**config.mk**
```make
export PLATFORM = sky130hd
export DESIGN_NAME = prs80_round
export DESIGN_NICKNAME = d
export VERILOG_FILES = /design/src/rtl/prs80_pkg.sv /design/src/rtl/prs80_round.sv
export SDC_FILE = /design/constraint.sdc
export NUM_CORES = 1
export LEC_CHECK = 0
export ABC_AREA = 0
export BUFFER_PORTS_ARGS = -buffer_cell sky130_fd_sc_hd__buf_2
export CAP_MARGIN = 20
export CORE_UTILIZATION = 39
export CTS_CLUSTER_SIZE = 30
export DETAILED_ROUTE_END_ITERATION = 16
export GPL_TIMING_DRIVEN = 0
export PLACE_DENSITY = 0.69
export SLEW_MARGIN = 15
export SYNTH_ARGS = -nofsm -noshare
export SYNTH_HDL_FRONTEND = slang
export SYNTH_SLANG_ARGS = --single-unit
```
**constraint.sdc**
```tcl
create_clock -name clock -period 2.2 [get_ports clock]
set_input_delay 0.44 -clock clock [delete_from_list [all_inputs] [get_ports clock]]
set_output_delay 0.44 -clock clock [all_outputs]
set_load 0.05 [all_outputs]
```
**src/rtl/prs80_pkg.sv**
```systemverilog
package prs80_pkg;

   localparam int unsigned BlockWidth = 64;
   localparam int unsigned KeyWidth   = 80;
   localparam int unsigned KeyHighWidth = 16;
   localparam int unsigned RoundWidth = 5;
   localparam int unsigned NumRounds  = 31;
   localparam int unsigned CsrIndexWidth = 2;

   localparam logic [CsrIndexWidth-1:0] CSR_KEY_LOW  = 2'd0;
   localparam logic [CsrIndexWidth-1:0] CSR_KEY_HIGH = 2'd1;

   typedef logic [BlockWidth-1:0] block_type;
   typedef logic [KeyWidth-1:0]   key_type;
   typedef logic [RoundWidth-1:0] round_type;

   typedef struct packed {
      block_type state;
      key_type   key;
   } stage_type;

   function automatic logic [3:0] sbox(input logic [3:0] x);
      logic [3:0] y;
      unique case (x)
         4'h0: y = 4'hC;
         4'h1: y = 4'h5;
         4'h2: y = 4'h6;
         4'h3: y = 4'hB;
         4'h4: y = 4'h9;
         4'h5: y = 4'h0;
         4'h6: y = 4'hA;
         4'h7: y = 4'hD;
         4'h8: y = 4'h3;
         4'h9: y = 4'hE;
         4'hA: y = 4'hF;
         4'hB: y = 4'h8;
         4'hC: y = 4'h4;
         4'hD: y = 4'h7;
         4'hE: y = 4'h1;
         default: y = 4'h2;
      endcase
      return y;
   endfunction

   function automatic block_type sbox_layer(input block_type s);
      block_type r;
      for (int n = 0; n < BlockWidth / 4; n++) begin
         r[4*n +: 4] = sbox(s[4*n +: 4]);
      end
      return r;
   endfunction

   function automatic block_type perm_layer(input block_type s);
      block_type r;
      for (int j = 0; j < BlockWidth; j++) begin
         r[(BlockWidth / 4) * (j % 4) + (j / 4)] = s[j];
      end
      return r;
   endfunction

   function automatic block_type round_key(input key_type k);
      return k[KeyWidth-1 -: BlockWidth];
   endfunction

   function automatic key_type key_update(input key_type k, input round_type rnd);
      key_type n;
      n = {k[18:0], k[KeyWidth-1:19]};
      n[KeyWidth-1 -: 4] = sbox(n[KeyWidth-1 -: 4]);
      n[19:15] = n[19:15] ^ rnd;
      return n;
   endfunction

endpackage

```
**src/rtl/prs80_round.sv**
```systemverilog
module prs80_round (
   input  logic                 clock,
   input  logic                 reset,
   input  prs80_pkg::round_type round_num,
   input  logic                 valid_in,
   input  prs80_pkg::stage_type stage_in,
   output logic                 valid_out,
   output prs80_pkg::stage_type stage_out
);
   import prs80_pkg::*;

   logic      valid_ff;
   stage_type stage_ff;
   stage_type stage_nxt_in;

   always_comb begin
      stage_nxt_in.state = perm_layer(sbox_layer(stage_in.state ^ round_key(stage_in.key)));
      stage_nxt_in.key   = key_update(stage_in.key, round_num);
   end

   always_ff @(posedge clock) begin
      if (reset) begin
         valid_ff <= 1'b0;
      end else begin
         valid_ff <= valid_in;
      end
   end

   always_ff @(posedge clock) begin
      stage_ff <= stage_nxt_in;
   end

   assign valid_out = valid_ff;
   assign stage_out = stage_ff;

endmodule

```
# Yosys cells after proc, flatten, opt, wreduce, memory -nomap -nowiden
# Memories as Yosys holds them, arrays and structs flattened. A register that Yosys moved wholly into a read port is not among the register bits.
# Index checks and enable logic that the tools add are counted.
# word_totals
ff_bits	81
mem_bits_ro	1088
word_cells	21
mem_count	17
latchBits	0
ramBits	0
# mem_list
memory	depth	word_bits	rd	rd_clocked_by_memory_dff	write_ports	line_no	source
(name not given)	16	4	1	1	0	prs80_pkg.sv:24	unique case (x)
(name not given)	16	4	1	1	0	prs80_pkg.sv:24	
(name not given)	16	4	1	1	0	prs80_pkg.sv:24	
(name not given)	16	4	1	1	0	prs80_pkg.sv:24	
(name not given)	16	4	1	1	0	prs80_pkg.sv:24	
(name not given)	16	4	1	1	0	prs80_pkg.sv:24	
11 more memories	n/a	n/a	n/a	n/a	n/a	n/a	
# classes
n_div	0
n_eq_ne	0
reduce_logical	0
bitwise	2
n_addsub	0
mux	0
shifts	0
order_cmp	0
mul	0
# ops
op	count
XOR 64 bit	1
XOR 5 bit	1

# Longest topological paths before layout
# logic_depth
depth_word	1
depth_mapped	6
mapped_depth_nobuf	5

# Least setup slack after synthesis
# OpenSTA, ideal clock, no wires.
# synth_path
kind	input port to flip-flop
from	input port stage_in[17] in the netlist's numbering
to	register stage_out[112] (netlist name)
t_arrival_ps	1630
cell_stages	5
t_required_ps	2066
setup_slack_ps	436
path_cell_list	buf_2 -> xnor2_1 -> inv_1 -> ha_1 -> mux4_2
# synth_via
elab_chain_len	1
# synth_rtl
item	line_no	source
start, declared	prs80_round.sv:6	input prs80_pkg::stage_type stage_in,
XOR 64 bit	prs80_round.sv:17	stage_nxt_in.state = perm_layer(sbox_layer(stage_in.state ^ round_key(stage_in.key)));
# Every way passes these cells.
# A chain may end at the register's enable or synchronous reset.

# Worst setup path in the final report
# layout_path
from	input port stage_in[100] in the netlist's numbering
to	register stage_out[117] (netlist name)
# layout_via
elab_chain_len	1
# layout_rtl
item	line_no
XOR 64 bit	prs80_round.sv:17
# Every way passes these cells.

==> results.toml <==
[finish]
drive_gt1_frac = 0.4523
area_growth_pct = 37.94
ff_latch_area_sq_mm = 0.002903
final_nets = 1010
nFillCells = 1374
multi_input_area_sq_mm = 0.003067

[clocking]
cts_tree = "done"
postCtsSetupBuffers = 0
numCtsBuffers = 17
clk_path_buf_depth = 2
cts_sinks = 145
ctsRootBufferMaster = "clkbuf_16"
clkTransAtPathRegs_ns = 0.06
cts_resized = 0
cts_max_level = 4
cts_hold_buf = 0

[placement]
io_buffers = 294
gp_congestion = 0.7676
dp_hpwl_mm = 10.87

[worst_setup_path]
worst-setup-path-type = "in2reg"
cpPeakStageDelay_ns = 0.49
cp.arrival_ns = 1.79
cp_data_required_time_ns = 2.48
crit_slowest_cell = "mux4_1"
start_kind = "input pin"
cp_max_fo = 5
path_cells = "buf_2, xor2_1, ha_1, mux4_1"
cp-end-kind = "flop"

[yosys]
syn_inst = 492
synth_edf_count = 0
synthFlopType = "dfxtp_1"
syn_nets = 697
yosys_warnings = 0
ys_seq_area_frac = 0.4660
async_flop_share = 0
ys_types = 28
synth_area_per_cell_sq_um = 12.66
synth_area_sq_mm = 0.006230
synth_seq_cells = 145

[drt]
wl_per_cell_um = 13.02
dr.pass1.iters = 4
post-route-drc-count = 0
vias = 4611
routed_wirelength_mm = 13.42
viasPerCell = 4.472
drt_iter0_drc = 143
final_antenna_net_count = 0

[sta]
fmax_mhz = 661.5
rsz0062_at_grt = "no"
min_period_over_period = 0.6872
worst_slew_pin_slew_ns = 0.6838
relSlewSlack = 0.5408
whs_ns = 0.1271
finalSetupViolCount = 0
tns_ns = 0
slew_viol_final = 0
period_needed_ns = 1.512
hold_viol_final = 0

[status]
status = "finished clean"

[global_routing]
grt_max_degree = 17
grt.overflow.total = 0
antenna_found_initial = 2
grt_usage = 0.1597
grt_pass1_wl_mm = 20.10
grt_pass1_vias = 4239

[job]
max_cap_violations = 0

[die]
ioPinCount = 297
fp.dieH_um = 128.4
rows = 45
dieWidth_um = 128.4
initial_core_util = 0.4053
core-area_sq_mm = 0.01537
dieArea_sq_mm = 0.01648

[power]
p_per_area_mw_per_mm2 = 1053
irDropWorstVdd_mv = 0.5051
p_leak_nw = 4.261

[min_path]
hold_path_class = "in2reg"
-- critical path: cells and delay by family --
family                     cells  cell delay (ns)
muxes                          1             0.49
xor gates and xnor gates       1             0.42
adders and majority gates      1             0.34
buffers and inverters          1             0.10
-- cell usage after synthesis, drive strengths merged, types with 2 or more instances --
| master | number | area, sq um |
|---|---|---|
| buf | 2 | 16.26 |
| dfxtp | 145 | 2903 |
| ha | 53 | 663.1 |
| inv | 65 | 244.0 |
| mux2i | 47 | 470.5 |
| mux4 | 19 | 465.4 |
| nand2 | 3 | 11.26 |
| nand3 | 15 | 75.07 |
| o211ai | 14 | 105.1 |
| o21a | 2 | 15.01 |
| o21ai | 18 | 90.09 |
| o221a | 15 | 168.9 |
| xnor2 | 49 | 485.5 |
| xor2 | 38 | 464.2 |
-- metrics by stage --
step / area [sq um] / setup slack [ns] / std cells / total power [W] / util
after floorplan: 6230 / 0.4360 / 492 / 0.005341 / -
after global placement: 7965 / 0.2268 / 997 / 0.006061 / 0.5182
after detailed placement: 7965 / 0.2460 / 997 / 0.006091 / 0.5182
after CTS: 8588 / 0.6959 / 1029 / 0.009154 / 0.5587
after global routing: 8591 / 0.5795 / 1030 / 0.009441 / 0.5589
final: 8593 / 0.6882 / 1031 / 0.009045 / 0.5591
-- layer usage --
| metal | up-vias | wire length, um | track usage |
|---|---|---|---|
| met5 | - | 0 | 0 |
| met4 | 0 | 296 | 0.07889 |
| met3 | 18 | 880 | 0.04657 |
| met2 | 159 | 6605 | 0.2706 |
| met1 | 2110 | 5636 | 0.1845 |
| li1 | 2324 | - | - |
-- kinds of logic (layout without fill, tap and decap cells) --
group | Yosys count | after routing | synth area share
AO/OA/AOI/OAI | 51 | 51 | 0.06367
other | 0 | 2 | 0
XOR/XNOR | 87 | 87 | 0.1524
AND/OR/NAND/NOR | 22 | 22 | 0.01767
multiplexers | 67 | 67 | 0.1520
flip-flops | 145 | 145 | 0.4660
buffers and inverters | 67 | 393 | 0.04177
adder cells (fa/ha/maj) | 53 | 53 | 0.1064
-- registers in the layout (all words and copies together) (netlist names) --
register / flops
stage_out: 144
valid_out: 1
-- final timing paths --
path | from | to | slack (ns) | cells past startpoint
worst max-delay path | stage_in[100] | stage_out[117]$_DFF_P_ | 0.69 | 4
worst min-delay path | stage_in[3] | stage_out[64]$_DFF_P_ | 0.13 | 1
-- power breakdown --
| group | internal (W) | switching (W) |
|---|---|---|
| Sequential | 0.00300 | 0.0000816 |
| Combinational | 0.000862 | 0.00208 |
| Clock | 0.00196 | 0.00107 |
| Total | 0.00582 | 0.00322 |
-- cell type report --
class	instances	area share
buffer	2	0.001893
clock inverter	9	0.01805
tap	211	0.03072
antenna	2	0.0005824
clock buffer	23	0.05446
inverter	65	0.02839
sequential	145	0.3378
timing repair buffer	294	0.1712
multi-input combinational	280	0.3569
-- placed cells by master (no fill, tap or decap), drive strengths merged, types with 2 or more instances in the layout --
cell and instances:
xnor2 49, mux4 19, clkinv 4, inv 65, nand2 3, o21a 2, buf 296, mux2i 47
bufinv 4, nand3 15, diode 2, clkbuf 23, o211ai 14, dfxtp 145, xor2 38, o221a 15
ha 53, o21ai 18
No activity file was read; power rests on OpenSTA's default activity.
